--- src/spq_pkg.sv ---
`timescale 1ns / 1ps
// Types and codes shared by the sorted priority queue files.
// Depends on nothing.
package spq_pkg;

   // operation codes
   typedef enum logic [1:0] {
      OP_PUSH     = 2'd0,
      OP_POP_HIGH = 2'd1,
      OP_POP_LOW  = 2'd2,
      OP_POP_PRI  = 2'd3
   } op_type;

   // result status codes
   typedef enum logic [1:0] {
      ST_OK        = 2'd0,
      ST_EMPTY     = 2'd1,
      ST_NOT_FOUND = 2'd2,
      ST_FULL      = 2'd3
   } status_type;

   typedef struct packed {
      op_type             op;
      logic signed [31:0] item_value;
      logic signed [15:0] item_priority;
   } req_word_type;

   typedef struct packed {
      logic signed [31:0] removed_value;
      status_type         status;
      logic [4:0]         entry_count;
   } rsp_word_type;

   // one table slot
   typedef struct packed {
      logic signed [31:0] slot_value;
      logic signed [15:0] slot_priority;
   } entry_type;

endpackage

--- src/spq_table.sv ---
`timescale 1ns / 1ps
// Slot table: one write port, one read port with registered read data.
// Depends on spq_pkg for the slot type.
module spq_table #(
   parameter int DEPTH = 16
) (
   input  logic                     clock,
   input  logic                     rd_en,
   input  logic [$clog2(DEPTH)-1:0] rd_addr,
   output spq_pkg::entry_type       rd_data,
   input  logic                     wr_en,
   input  logic [$clog2(DEPTH)-1:0] wr_addr,
   input  spq_pkg::entry_type       wr_data
);
   import spq_pkg::*;

   entry_type mem [DEPTH];
   entry_type rd_data_ff;

   // write port
   always_ff @(posedge clock) begin
      if (wr_en) begin
         mem[wr_addr] <= wr_data;
      end
   end

   // read port, registered read data
   always_ff @(posedge clock) begin
      if (rd_en) begin
         rd_data_ff <= mem[rd_addr];
      end
   end

   assign rd_data = rd_data_ff;

endmodule

--- src/sorted_priority_queue.sv ---
`timescale 1ns / 1ps
// A push walks from the tail down, moving each entry of lower priority up one slot, then
//   writes the new entry; head and priority pops walk from head to tail, closing the gap;
//   a tail pop reads only the tail; a refused push or empty pop goes straight to the result.
// Throughput: one operation at a time; the next word is taken the cycle after the result
//   loads, and a finished result waits while the output register is stalled.
// Reset: synchronous, clears the fill count and control; the table is not cleared.
module sorted_priority_queue #(
   parameter int DEPTH = 16
) (
   input  logic                  clock,
   input  logic                  reset,
   input  logic                  req_valid,
   output logic                  req_stall,
   input  spq_pkg::req_word_type req_word,
   output logic                  rsp_valid,
   input  logic                  rsp_stall,
   output spq_pkg::rsp_word_type rsp_word
);
   import spq_pkg::*;

   localparam int AW = (DEPTH > 1) ? $clog2(DEPTH) : 1;
   localparam int CW = $clog2(DEPTH + 1);

   typedef enum logic [4:0] {
      S_IDLE      = 5'b00001,
      S_PUSH      = 5'b00010,
      S_PUSH_LAST = 5'b00100,
      S_POP       = 5'b01000,
      S_DONE      = 5'b10000
   } state_type;

   state_type    state_ff, state_in;
   logic [AW-1:0] ptr_ff, ptr_in;
   logic          more_ff, more_in;
   logic          rd_vld_ff, rd_vld_in;
   logic [AW-1:0] rd_idx_ff, rd_idx_in;
   logic          found_ff, found_in;
   logic          any_ff, any_in;
   logic [CW-1:0] count_ff, count_in;
   req_word_type  req_ff, req_in;
   rsp_word_type  res_ff, res_in;
   logic          rsp_valid_ff, rsp_valid_in;
   rsp_word_type  rsp_ff, rsp_in;

   logic          rd_en;
   logic [AW-1:0] rd_addr;
   entry_type     rd_data;
   logic          wr_en;
   logic [AW-1:0] wr_addr;
   entry_type     wr_data;
   entry_type     new_entry;

   logic [CW-1:0] count_dec;
   logic [AW-1:0] last_idx;
   logic [CW+4:0] count_wide;
   logic          hit;

   assign count_dec  = count_ff - CW'(1);
   assign last_idx   = count_dec[AW-1:0];
   assign count_wide = {5'd0, count_ff};
   assign new_entry  = '{slot_value: req_ff.item_value, slot_priority: req_ff.item_priority};
   assign hit = rd_vld_ff && !found_ff &&
                (any_ff || (rd_data.slot_priority == req_ff.item_priority));

   spq_table #(
      .DEPTH(DEPTH)
   ) u_table (
      .clock  (clock),
      .rd_en  (rd_en),
      .rd_addr(rd_addr),
      .rd_data(rd_data),
      .wr_en  (wr_en),
      .wr_addr(wr_addr),
      .wr_data(wr_data)
   );

   // sequencer: walk the table one entry a cycle, shift entries, build the result
   always_comb begin
      state_in     = state_ff;
      ptr_in       = ptr_ff;
      more_in      = more_ff;
      rd_vld_in    = 1'b0;
      rd_idx_in    = rd_idx_ff;
      found_in     = found_ff;
      any_in       = any_ff;
      count_in     = count_ff;
      req_in       = req_ff;
      res_in       = res_ff;
      rsp_valid_in = rsp_valid_ff;
      rsp_in       = rsp_ff;
      rd_en        = 1'b0;
      rd_addr      = ptr_ff;
      wr_en        = 1'b0;
      wr_addr      = '0;
      wr_data      = new_entry;

      // drop the output word once taken
      if (rsp_valid_ff && !rsp_stall) begin
         rsp_valid_in = 1'b0;
      end

      unique case (state_ff)
         S_IDLE: begin
            if (req_valid) begin
               req_in   = req_word;
               res_in   = '{removed_value: '0, status: ST_OK, entry_count: '0};
               found_in = 1'b0;
               any_in   = (req_word.op != OP_POP_PRI);
               more_in  = 1'b1;
               if (req_word.op == OP_PUSH) begin
                  if (count_ff == CW'(DEPTH)) begin
                     res_in.status = ST_FULL;
                     state_in      = S_DONE;
                  end else if (count_ff == '0) begin
                     state_in = S_PUSH_LAST;
                  end else begin
                     ptr_in   = last_idx;
                     state_in = S_PUSH;
                  end
               end else begin
                  if (count_ff == '0) begin
                     res_in.status = ST_EMPTY;
                     state_in      = S_DONE;
                  end else begin
                     ptr_in   = (req_word.op == OP_POP_LOW) ? last_idx : '0;
                     state_in = S_POP;
                  end
               end
            end
         end

         S_PUSH: begin
            // issue reads from the tail down
            if (more_ff) begin
               rd_en     = 1'b1;
               rd_vld_in = 1'b1;
               rd_idx_in = ptr_ff;
               if (ptr_ff == '0) begin
                  more_in = 1'b0;
               end else begin
                  ptr_in = ptr_ff - AW'(1);
               end
            end
            // move each lower entry up one slot, toward the tail, until the insert point
            if (rd_vld_ff) begin
               wr_en   = 1'b1;
               wr_addr = rd_idx_ff + AW'(1);
               if (rd_data.slot_priority >= req_ff.item_priority) begin
                  wr_data   = new_entry;
                  rd_en     = 1'b0;
                  rd_vld_in = 1'b0;
                  more_in   = 1'b0;
                  count_in  = count_ff + CW'(1);
                  state_in  = S_DONE;
               end else begin
                  wr_data = rd_data;
                  if (rd_idx_ff == '0) begin
                     state_in = S_PUSH_LAST;
                  end
               end
            end
         end

         S_PUSH_LAST: begin
            wr_en    = 1'b1;
            wr_addr  = '0;
            wr_data  = new_entry;
            count_in = count_ff + CW'(1);
            state_in = S_DONE;
         end

         S_POP: begin
            // issue reads from the start point up to the tail
            if (more_ff) begin
               rd_en     = 1'b1;
               rd_vld_in = 1'b1;
               rd_idx_in = ptr_ff;
               if (ptr_ff == last_idx) begin
                  more_in = 1'b0;
               end else begin
                  ptr_in = ptr_ff + AW'(1);
               end
            end
            if (rd_vld_ff) begin
               // capture the removed entry, close the gap behind it
               if (hit) begin
                  found_in             = 1'b1;
                  res_in.removed_value = rd_data.slot_value;
               end else if (found_ff) begin
                  wr_en   = 1'b1;
                  wr_addr = rd_idx_ff - AW'(1);
                  wr_data = rd_data;
               end
               if (rd_idx_ff == last_idx) begin
                  if (found_ff || hit) begin
                     count_in = count_dec;
                  end else begin
                     res_in.status = ST_NOT_FOUND;
                  end
                  state_in = S_DONE;
               end
            end
         end

         S_DONE: begin
            // hand the result to the output register when it is free
            if (!rsp_valid_ff || !rsp_stall) begin
               rsp_valid_in       = 1'b1;
               rsp_in             = res_ff;
               rsp_in.entry_count = count_wide[4:0];
               state_in           = S_IDLE;
            end
         end

         default: begin
            state_in = S_IDLE;
         end
      endcase
   end

   // control registers
   always_ff @(posedge clock) begin
      if (reset) begin
         state_ff     <= S_IDLE;
         more_ff      <= 1'b0;
         rd_vld_ff    <= 1'b0;
         found_ff     <= 1'b0;
         count_ff     <= '0;
         rsp_valid_ff <= 1'b0;
      end else begin
         state_ff     <= state_in;
         more_ff      <= more_in;
         rd_vld_ff    <= rd_vld_in;
         found_ff     <= found_in;
         count_ff     <= count_in;
         rsp_valid_ff <= rsp_valid_in;
      end
   end

   // payload registers
   always_ff @(posedge clock) begin
      ptr_ff    <= ptr_in;
      rd_idx_ff <= rd_idx_in;
      any_ff    <= any_in;
      req_ff    <= req_in;
      res_ff    <= res_in;
      rsp_ff    <= rsp_in;
   end

   assign req_stall = (state_ff != S_IDLE);
   assign rsp_valid = rsp_valid_ff;
   assign rsp_word  = rsp_ff;

`ifndef NO_ASSERTIONS
   // the count never runs past the table
   a_count_bound: assert property (@(posedge clock) disable iff (reset)
      count_ff <= CW'(DEPTH))
      else $error("fill count above depth");

   // a walk never writes the slot it reads in the same cycle
   a_no_overlap: assert property (@(posedge clock) disable iff (reset)
      (rd_en && wr_en) |-> (rd_addr != wr_addr))
      else $error("table read and write hit the same slot");

   // a refused push only happens on a full table
   a_full_status: assert property (@(posedge clock) disable iff (reset)
      (state_ff == S_DONE && res_ff.status == ST_FULL) |-> (count_ff == CW'(DEPTH)))
      else $error("full status with free slots");

   // an empty report leaves the count at zero
   a_empty_status: assert property (@(posedge clock) disable iff (reset)
      (state_ff == S_DONE && res_ff.status == ST_EMPTY) |-> (count_ff == '0))
      else $error("empty status with entries held");
`endif

endmodule
--- config.mk ---
export PLATFORM = sky130hd
export DESIGN_NAME = sorted_priority_queue
export DESIGN_NICKNAME = d
export VERILOG_FILES = /design/src/spq_pkg.sv /design/src/spq_table.sv /design/src/sorted_priority_queue.sv
export SDC_FILE = /design/constraint.sdc
export NUM_CORES = 1
export LEC_CHECK = 0
export BUFFER_PORTS_ARGS = -buffer_cell sky130_fd_sc_hd__buf_2
export CORE_MARGIN = 2
export CORE_UTILIZATION = 30
export CTS_BUF_LIST = sky130_fd_sc_hd__clkbuf_4 sky130_fd_sc_hd__clkbuf_8
export DETAILED_ROUTE_END_ITERATION = 8
export HOLD_SLACK_MARGIN = 0.05
export MAX_ROUTING_LAYER = met4
export PLACE_DENSITY = 0.53
export SYNTH_ARGS = -nofsm -noshare
export SYNTH_HDL_FRONTEND = slang
export SYNTH_SLANG_ARGS = --single-unit
export TNS_END_PERCENT = 1
--- constraint.sdc ---
create_clock -name clock -period 7.4 [get_ports clock]
set_clock_uncertainty 0.15 [all_clocks]
set_input_delay 0.74 -clock clock [delete_from_list [all_inputs] [get_ports clock]]
set_output_delay 0.74 -clock clock [all_outputs]
set_load 0.02 [all_outputs]
### Yosys cells after proc, flatten, opt, wreduce, memory -nomap -nowiden

Memories as Yosys holds them, arrays and structs flattened. A register that Yosys moved wholly into a read port is not among the register bits.
Index checks and enable logic that the tools add are counted.

| operators by class | value |
|---|---|
| mux-type cells | 75 |
| $lt $le $gt $ge | 1 |
| reduce and logical (&&, ||, !) cells | 26 |
| equality and inequality tests | 29 |
| add/sub/neg operators | 6 |

Operators with widths:

| kind | number |
|---|---|
| 2-to-1 mux 48 bit | 5 |
| one-hot mux 48 bit (2 select lines) | 1 |
| 2-to-1 mux 5 bit | 15 |
| one-hot mux 34 bit (2 select lines) | 1 |
| 2-to-1 mux 4 bit | 14 |
| 2-to-1 mux 39 bit | 1 |
| 2-to-1 mux 34 bit | 1 |
| 2-to-1 mux 32 bit | 1 |
| != test 2 bit, second input constant | 14 |
| one-hot mux 5 bit (5 select lines) | 1 |
| 2-to-1 mux 1 bit | 23 |
| == test 16 bit | 1 |
| greater-or-equal comparator 16 bit | 1 |
| one-hot mux 5 bit (3 select lines) | 1 |
| != test 3 bit, second input constant | 4 |
| one-hot mux 4 bit (3 select lines) | 1 |
| AND reduction 6 bit | 2 |
| == test 5 bit, second input constant | 2 |
| AND reduction 9 bit | 1 |
| adder 4 x 1 -> 4 bit, second input constant | 2 |
| == test 4 bit | 2 |
| zero test 4 bit | 2 |
| 2-to-1 mux 2 bit | 4 |
| one-hot mux 4 bit (2 select lines) | 1 |
| 23 further kinds | 36 |

| word-level totals | value |
|---|---|
| input bits | 54 |
| memories kept | 1 |
| RAM bits | 768 |
| output and inout port bits | 41 |
| logic and storage cells | 154 |
| register bits after elaboration | 144 |

Memory list:

| memory | words | bits a word | read ports | clocked after memory_dff | wr ports | RTL line | RTL |
|---|---|---|---|---|---|---|---|
| u_table.mem | 16 | 48 | 1 | 1 | 1 | spq_table.sv:17 | `entry_type mem [DEPTH];` |

### Logic depth before layout (Yosys ltp)

Gate-level depths: netlist (run 1).

| depth | value |
|---|---|
| word-level depth | 8 |
| depth in mapped cells | 11 |
| gate-level depth less buffers | 9 |

### Modules after synthesis

From an unflattened synthesis (run 1), not the netlist that was laid out.

| second synthesis, totals | value |
|---|---|
| cell total of the unflattened synthesis | 1739 |
| area total of the unflattened synthesis | 36705.2 um^2 |

By module, submodules not included:

| module | area an instance (um^2) | times used | sequential area each (um^2) | cells an instance |
|---|---|---|---|---|
| spq_table | 30175.2 | 1 | 24503.5 | 1242 |
| sorted_priority_queue | 6530.0 | 1 | 4184.0 | 497 |

### Worst setup path after synthesis (run 1)

OpenSTA, ideal clock, no wires.

| timing path | value |
|---|---|
| path kind | register to register |
| from | register state_ff[0] |
| to | register u_table.rd_data[0] (netlist name) |
| library setup time | 484 ps |
| clock period less this slack | 4802 ps |
| arrival time | 4169 ps |
| setup slack | 2598 ps |
| cell stages (with the launch flop) | 7 |
| cell sequence | dfxtp_1 -> buf_6 -> or4b_4 -> nor2_2 -> inv_1 -> clkbuf_1 -> a31oi_1 |

| on the way | value |
|---|---|
| longest elaborated chain between the ends | 2 |
| elaborated cells on any way between the ends | 3 |
| classes of those cells | eq/ne (2); mux (1) |

RTL lines:

| what | RTL line | RTL |
|---|---|---|
| start, declared | sorted_priority_queue.sv:33 | `state_type state_ff, state_in;` |
| start signal, assigned | sorted_priority_queue.sv:232 | `state_ff <= state_in;` |
| == test 5 x 4 -> 1 bit / == test 5 x 2 -> 1 bit (equally long branches) | sorted_priority_queue.sv:103 | `unique case (state_ff)` |
| one-hot mux 1 bit (2 select lines) (*) | sorted_priority_queue.sv:103 |  |
| via rd_en | sorted_priority_queue.sv:46 | `logic rd_en;` |

The timed path passes the listed nets; every way through them passes the cells marked *.
A chain may end at the register's enable or synchronous reset.

==> summary.md, run 1 <==
| Metric | Value |
|---|---|
| Status | `complete, no violations` |
| Commonest cells post-synth | `946 x edfxtp_1, 240 x mux4_2, 50 x clkbuf_1, 41 x nor2_1, 40 x mux2_2` |
| GRT Total Usage | `0.141` |
| Total power | `about 0.011 W` |
| Register area | `~29000 µm²` |
| EDFF count, synth | `roughly 950` |
| Launch point of the worst path | `u_table.rd_data[1]` |
| WP data required | `roughly 7.7 ns` |
| Worst Hold Depth | `2` |
| Synth Register Bits | `960` |
| WP data arrival | `about 4.8 ns` |
| Synth area leaders | `edfxtp_1 77%, mux4_2 15%, mux2_2 1.2%` |
| Clock Sinks | `960` |
| CP bufs+invs | `1` |
| Core ar. | `~120000 µm²` |
| CP max stage delay | `a little over 0.8 ns` |
| Layout Utilization | `0.354` |
| Post-synthesis cell area | `between 30000 and 40000 µm²` |
| Synth unique cells | `around 70` |
| WL met2 | `approximately 43 mm` |
| TritonCTS Buffers | `158` |
| Worst Setup End Kind | `flip-flop` |
| DRC | `0` |
| Predominant post-synthesis flop cell | `edfxtp_1` |
| R2R depth | `9` |
| Crit path kind | `flip-flop to flip-flop` |
| Sequential-to-total area share from yosys stat | `0.778` |
| WL/cell | `approximately 24 µm` |
| Port bufs | `94` |
| RR Startpoint | `u_table.rd_data[1]` |
| CTS tree | `yes` |
| Area of the multi-input gates | `roughly 7900 µm²` |
| Initial antenna violation count | `2` |
| Cell family with most CP delay | `compound AO/OA/AOI/OAI gates` |
| Met1 WL | `approximately 38 mm` |
| Remaining antenna violation count | `0` |
| Worst Setup EP | `u_table.mem[15][26]` |
| Die area | `about 130000 µm²` |
| Async S/R FF share, synth | `0` |
| Routability congestion estimate | `around 0.78` |
| Worst Max-Slew Pin Slew | `between 1 and 1.5 ns` |
| FF-to-FF setup slack | `2.93 ns` |
| Max Buffers Root-to-Sink | `3` |
| Top-level port count | `between 90 and 100` |
| Final setup TNS | `0 ns` |
| # resized after CTS | `0` |
| Worst-path clk slew | `about 0.07 ns` |
| Die H | `355 µm` |
| Pre-Repair DR Iteration Count | `6` |
| Dpl hpwl | `44.1 mm` |
| Hold crit path type | `primary input to flip-flop` |
| Slowest cell on crit path | `o21ai_4` |
| Area grow syn2layout | `16.9%` |
| Fmax | `224 MHz` |
| Clock Tree Root | `clkbuf_8` |
| Worst r2r dst | `u_table.mem[15][26]` |
| LEAKAGE | `approximately 14 nW` |
| Post-synth top area cell | `edfxtp_1` |
| Avg Synthesized Cell Area | `approximately 23 µm²` |
| Top cell type's share of synthesized area | `0.770` |
| Row count | `roughly 130` |
| Max Used Layer | `met4` |
| Levels on crit path | `9` |
| Grt ovf | `0` |
| Setup Fix Bufs, Post-CTS | `0` |
| First-pass GRT wire length | `126 mm` |
| YS warnings | `0` |
| Routed WL | `roughly 86 mm` |
| Max-Cap Viols | `0` |
| Net Count, Synth | `~1700` |
| CP Max Fanout | `27` |
| Count leader, synth | `edfxtp_1` |
| Hold buffers post-CTS | `49` |
| Die X | `approximately 350 µm` |
| RSZ-0062 raised after global routing | `no` |
| Hold Fails Final Rpt | `0` |
| Final nets | `between 1500 and 2000` |
| Initial DRC Count | `1482` |
| Mapped Cells | `1616` |
| Worst-path cell chain | `ha_1 > nor2b_1 > o211ai_1 > a2111oi_4 > o31ai_1 > o41ai_2 > o21ai_4 > buf_4 > mux2_1` |
| Worst skew pair latency | `around 0.80 ns` |
| Max-Slew Margin vs Limit | `0.225` |
| Initial Util | `0.303` |
| Largest net degree at the start of global routing | `between 100 and 150` |
| P per Cell Area | `between 200 and 300 nW/µm²` |
| Final Slew Violations | `0` |
| Period utilization | `0.603` |
| WL met3 | `4.26 mm` |
| Vias per cell | `between 4 and 5` |
| CP Launch Type | `flip-flop` |
| Share of cells above drive strength 1 | `0.346` |
| Worst VDD drop | `between 0.0001 and 0.00015 V` |
| Final min period | `4.47 ns` |
| Endpoints failing setup | `0` |
| H-tree lvl count | `4` |
| Fill cells | `11200` |
| Total number of vias | `17200` |
| Number of global-route vias before repair | `between 15000 and 20000` |
==> worst min-delay path by stage <==
| stage | startpoint | to | slack [ns] |
|---|---|---|---|
| after detailed placement | res_ff[13] | rsp_word[13] | 0.25 |
| after global routing | req_word[49] | any_ff | 0.12 |
| after CTS | req_valid | state_ff[0] | 0.08 |
| after global placement | res_ff[33] | rsp_word[33] | 0.25 |
| after floorplan | res_ff[10] | rsp_word[10] | 0.25 |
| final | req_word[49] | any_ff | 0.17 |
==> per-stage QoR <==
stage	cell area (µm²)	instances	setup WS, ns	hold slack, ns
finish	43100	3619	2.93	0.168
global route	43100	3619	2.74	0.125
CTS	43100	3618	2.94	0.0833
detailed placement	39500	3288	2.94	0.255
global placement	39500	3288	3.12	0.252
floorplan	36900	1616	2.60	0.250
==> registers in the layout, indices dropped and copies added, names as in the netlist <==
signal           cells
new_entry           48
rd_vld_ff            1
found_ff             1
rsp_valid            1
u_table.mem        768
more_ff              1
rd_idx_ff            4
ptr_ff               4
rsp_word            39
count_ff             5
u_table.rd_data     48
any_ff               1
state_ff             5
res_ff              34
==> layer usage <==
layer,vias up,global-route usage
li1,7321,-
met1,9225,0.184
met2,507,0.225
met3,148,0.0270
met4,0,0.0424
met5,-,-
==> final cells by class <==
type                            instances  share of cell area
Antenna cell                            1           0.0000580
Clock buffer                          212              0.0601
Clock inverter                         69              0.0125
Inverter                               31             0.00270
Multi-Input combinational cell        546               0.183
Sequential cell                       960               0.665
Tap cell                             1625              0.0472
Timing Repair Buffer                  175              0.0287
==> kinds of logic (layout without fill, tap and decap cells) <==
logic type | count (synthesis) | in the layout | share of synthesized area
DFF | 960 | 960 | 0.778
and+or+nand+nor | 141 | 141 | 0.0214
buffers and inverters | 110 | 487 | 0.0124
muxes | 292 | 292 | 0.162
other | 0 | 1 | 0
AOI/OAI and AO/OA | 73 | 73 | 0.0138
adders and majority gates | 23 | 23 | 0.00800
xor gates and xnor gates | 17 | 17 | 0.00441
==> report_power, final <==
group | leakage (nW) | switching (W) | internal [W]
logic | 3.28 | 0.000279 | 0.000103
registers | 8.67 | 0.0000371 | 0.00615
clock network | 1.64 | 0.00209 | 0.00250
total | 13.6 | 0.00241 | 0.00876
==> cell usage in the layout (no fill, tap or decap), types with 4 or more instances in the layout <==
cell type	n
edfxtp_1	946
mux4_2	240
clkbuf_8	160
buf_2	94
clkbuf_4	52
dlygate4sd3_1	49
mux2_2	40
clkinv_1	37
and2_1	32
inv_1	30
buf_4	29
nor2_1	25
a21oi_1	24
ha_1	22
nand2_1	18
nor2_4	17
dfxtp_1	14
o21ai_0	11
clkinv_2	11
mux2_1	9
xnor2_1	8
xor2_1	8
nand4_1	6
nor3_1	6
bufinv_16	6
o31ai_1	5
or2_2	5
a211oi_1	5
clkinvlp_4	5
nor2b_1	4
==> worst reg2reg max path: cells and delay by family (launching register included) <==
family | cells | cell delay [ns]
flip-flops | 1 | 0.39
AND/OR/NAND/NOR | 1 | 0.13
adder cells (fa/ha/maj) | 1 | 0.32
AO/OA/AOI/OAI | 5 | 1.84
buffers and inverters | 1 | 0.68
multiplexers | 1 | 0.60
(Power assumes the default switching activity.)
==> run 2: changes to the inputs <==
- clock period: 7.4 -> 4.27 ns (I/O delays scaled with it)
==> summary.md, run 2 (synthesis gave the netlist of run 1 again) <==
| Metric | Value |
|---|---|
| Status | `complete, no violations (unchanged)` |
| Finished Cell Area | `43500 µm² (was 43100 µm²)` |
| Worst r2r dst | `u_table.mem[12][9] (was u_table.mem[15][26])` |
| Layout Utilization | `0.357 (was 0.354)` |
| LEAKAGE | `13.8 nW (was 13.6 nW)` |
| Final nets | `1980 (was 1949)` |
| CP Max Fanout | `14 (was 27)` |
| WL/cell | `23.8 µm (was 23.9 µm)` |
| Max-Cap Viols | `0 (unchanged)` |
| Top reg by flops | `u_table.mem (unchanged)` |
| Largest net degree at the start of global routing | `100 (was 124)` |
| Routed WL | `86.7 mm (was 86.4 mm)` |
| Max-Slew Margin vs Limit | `0.403 (was 0.225)` |
| Remaining antenna violation count | `0 (unchanged)` |
| Commonest non-fill, non-tap cells in the layout | `946 x edfxtp_1, 240 x mux4_2, 162 x clkbuf_8 (was 946 x edfxtp_1, 240 x mux4_2, 160 x clkbuf_8)` |
| Worst skew pair latency | `0.81 ns (was 0.80 ns)` |
| Routability congestion estimate | `0.762 (was 0.776)` |
| Clock Tree Root | `clkbuf_8 (unchanged)` |
| RR Startpoint | `state_ff[3] (was u_table.rd_data[1])` |
| CTS tree | `yes (unchanged)` |
| Initial antenna violation count | `1 (was 2)` |
| Share of cells above drive strength 1 | `0.354 (was 0.346)` |
| DRC | `0 (unchanged)` |
| GRT Total Usage | `0.143 (was 0.141)` |
| RSZ-0062 raised after global routing | `no (unchanged)` |
| CP Launch Type | `flip-flop (unchanged)` |
| Top-level port count | `95 (unchanged)` |
| H-tree lvl count | `4 (unchanged)` |
| Hold Fails Final Rpt | `0 (unchanged)` |
| Period utilization | `0.829 (was 0.603)` |
| Total number of vias | `17300 (was 17200)` |
| Area grow syn2layout | `18.0% (was 16.9%)` |
| Core ar. | `122000 µm² (unchanged)` |
| TritonCTS Buffers | `156 (was 158)` |
| Hold Crit Endpoint | `new_entry[44] (was any_ff)` |
| Final Slew Violations | `0 (unchanged)` |
| Port bufs | `94 (unchanged)` |
| Initial DRC Count | `1531 (was 1482)` |
| Max FFs per register | `768 (unchanged)` |
| Worst Setup End Kind | `flip-flop (unchanged)` |
| Worst Max-Slew Pin Slew | `0.888 ns (was 1.16 ns)` |
| Placed cells | `3315 (was 3288)` |
| FF-to-FF setup slack | `0.73 ns (was 2.93 ns)` |
| Vias per cell | `4.74 (was 4.75)` |
| Die area | `126000 µm² (unchanged)` |
| Endpoints failing setup | `0 (unchanged)` |
| WP data arrival | `3.87 ns (was 4.76 ns)` |
| Crit path kind | `flip-flop to flip-flop (unchanged)` |
| R2R depth | `8 (was 9)` |
| # resized after CTS | `0 (unchanged)` |
| Final min period | `3.54 ns (was 4.47 ns)` |
| Fmax | `282 MHz (was 224 MHz)` |
| Total power | `0.0191 W (was 0.0112 W)` |
| First-pass GRT wire length | `127 mm (was 126 mm)` |
| Worst-path clk slew | `0.06 ns (was 0.07 ns)` |
| HP Start | `req_word[44] (was req_word[49])` |
| Final Hold Slack | `0.189 ns (was 0.168 ns)` |
| Placed cell area | `40000 µm² (was 39500 µm²)` |
| Number of global-route vias before repair | `18400 (was 18300)` |
| Final non-filler cell total | `3649 (was 3619)` |
| P per Cell Area | `439 nW/µm² (was 259 nW/µm²)` |
| Grt ovf | `0 (unchanged)` |
| WP data required | `4.60 ns (was 7.69 ns)` |
| Row count | `128 (unchanged)` |
| Die X | `355 µm (unchanged)` |
| Dpl hpwl | `46.1 mm (was 44.1 mm)` |
| Clock Sinks | `960 (unchanged)` |
| Pre-Repair DR Iteration Count | `7 (was 6)` |
| Worst VDD drop | `0.000285 V (was 0.000143 V)` |
| Worst Hold Depth | `2 (unchanged)` |
| Initial Util | `0.303 (unchanged)` |
| Commonest non-fill, non-tap cell in the layout | `edfxtp_1 (unchanged)` |
| Die H | `355 µm (unchanged)` |
| Max Buffers Root-to-Sink | `3 (unchanged)` |
| Hold crit path type | `primary input to flip-flop (unchanged)` |
[run 2: critical path, stage by stage (launching register included)]
cell and delay (ns):
dfxtp_1 0.49, or4b_4 0.53, or4_4 0.51, nor4_4 0.16
a211oi_1 0.09, o22ai_2 0.28, nand2_2 0.20, nor2_4 0.54
buf_12 0.26
[run 2: cell type report]
class,count,area [µm²]
multi-input combinational,546,7910
clock inverter,66,414
fill,11200,78300
tap,1625,2030
timing repair buffer,208,1760
clock buffer,212,2610
sequential,960,28700
inverter,31,116
antenna,1,2.50
[run 2: worst max-delay path by stage]
stage                        startpoint             endpoint  slack (ns)  depth (start not counted)
floorplan                   state_ff[0]   u_table.mem[14][0]       -0.41                          9
CTS                         state_ff[3]  u_table.mem[11][33]        0.70                          8
global route        u_table.rd_data[10]   u_table.mem[1][15]        0.53                         10
detailed placement          state_ff[3]  u_table.mem[11][25]        0.73                          8
finish                      state_ff[3]   u_table.mem[12][9]        0.73                          8
global placement     u_table.rd_data[1]    u_table.mem[2][6]        0.82                         10
[run 2: layer usage]
metal | up-vias | routed length, µm | global-route usage
met5 | - | 0 | -
met4 | 0 | 1650 | 0.0419
met3 | 128 | 4470 | 0.0266
met2 | 493 | 42800 | 0.228
met1 | 9306 | 37800 | 0.187
li1 | 7385 | - | -
[run 2: timing repair]
item / 4_1_cts / 5_1_grt
hold buffers: 55 / 0
hold endpoints to repair: 84 / 0
buffers inserted: 0 / 0
[run 2: stage by stage]
| step | TNS [ns] | worst slack, ns |
|---|---|---|
| 2_1_floorplan | -246.92 | -0.413 |
| 3_3_place_gp | 0 | 0.817 |
| 3_5_place_dp | 0 | 0.725 |
| 4_1_cts | 0 | 0.702 |
| 5_1_grt | 0 | 0.530 |
| 6_report | 0 | 0.730 |
[run 2: power breakdown]
part	total [W]	internal, W	switching [W]
registers	0.0107	0.0107	0.0000631
clock network	0.00773	0.00415	0.00357
logic	0.000669	0.000191	0.000478
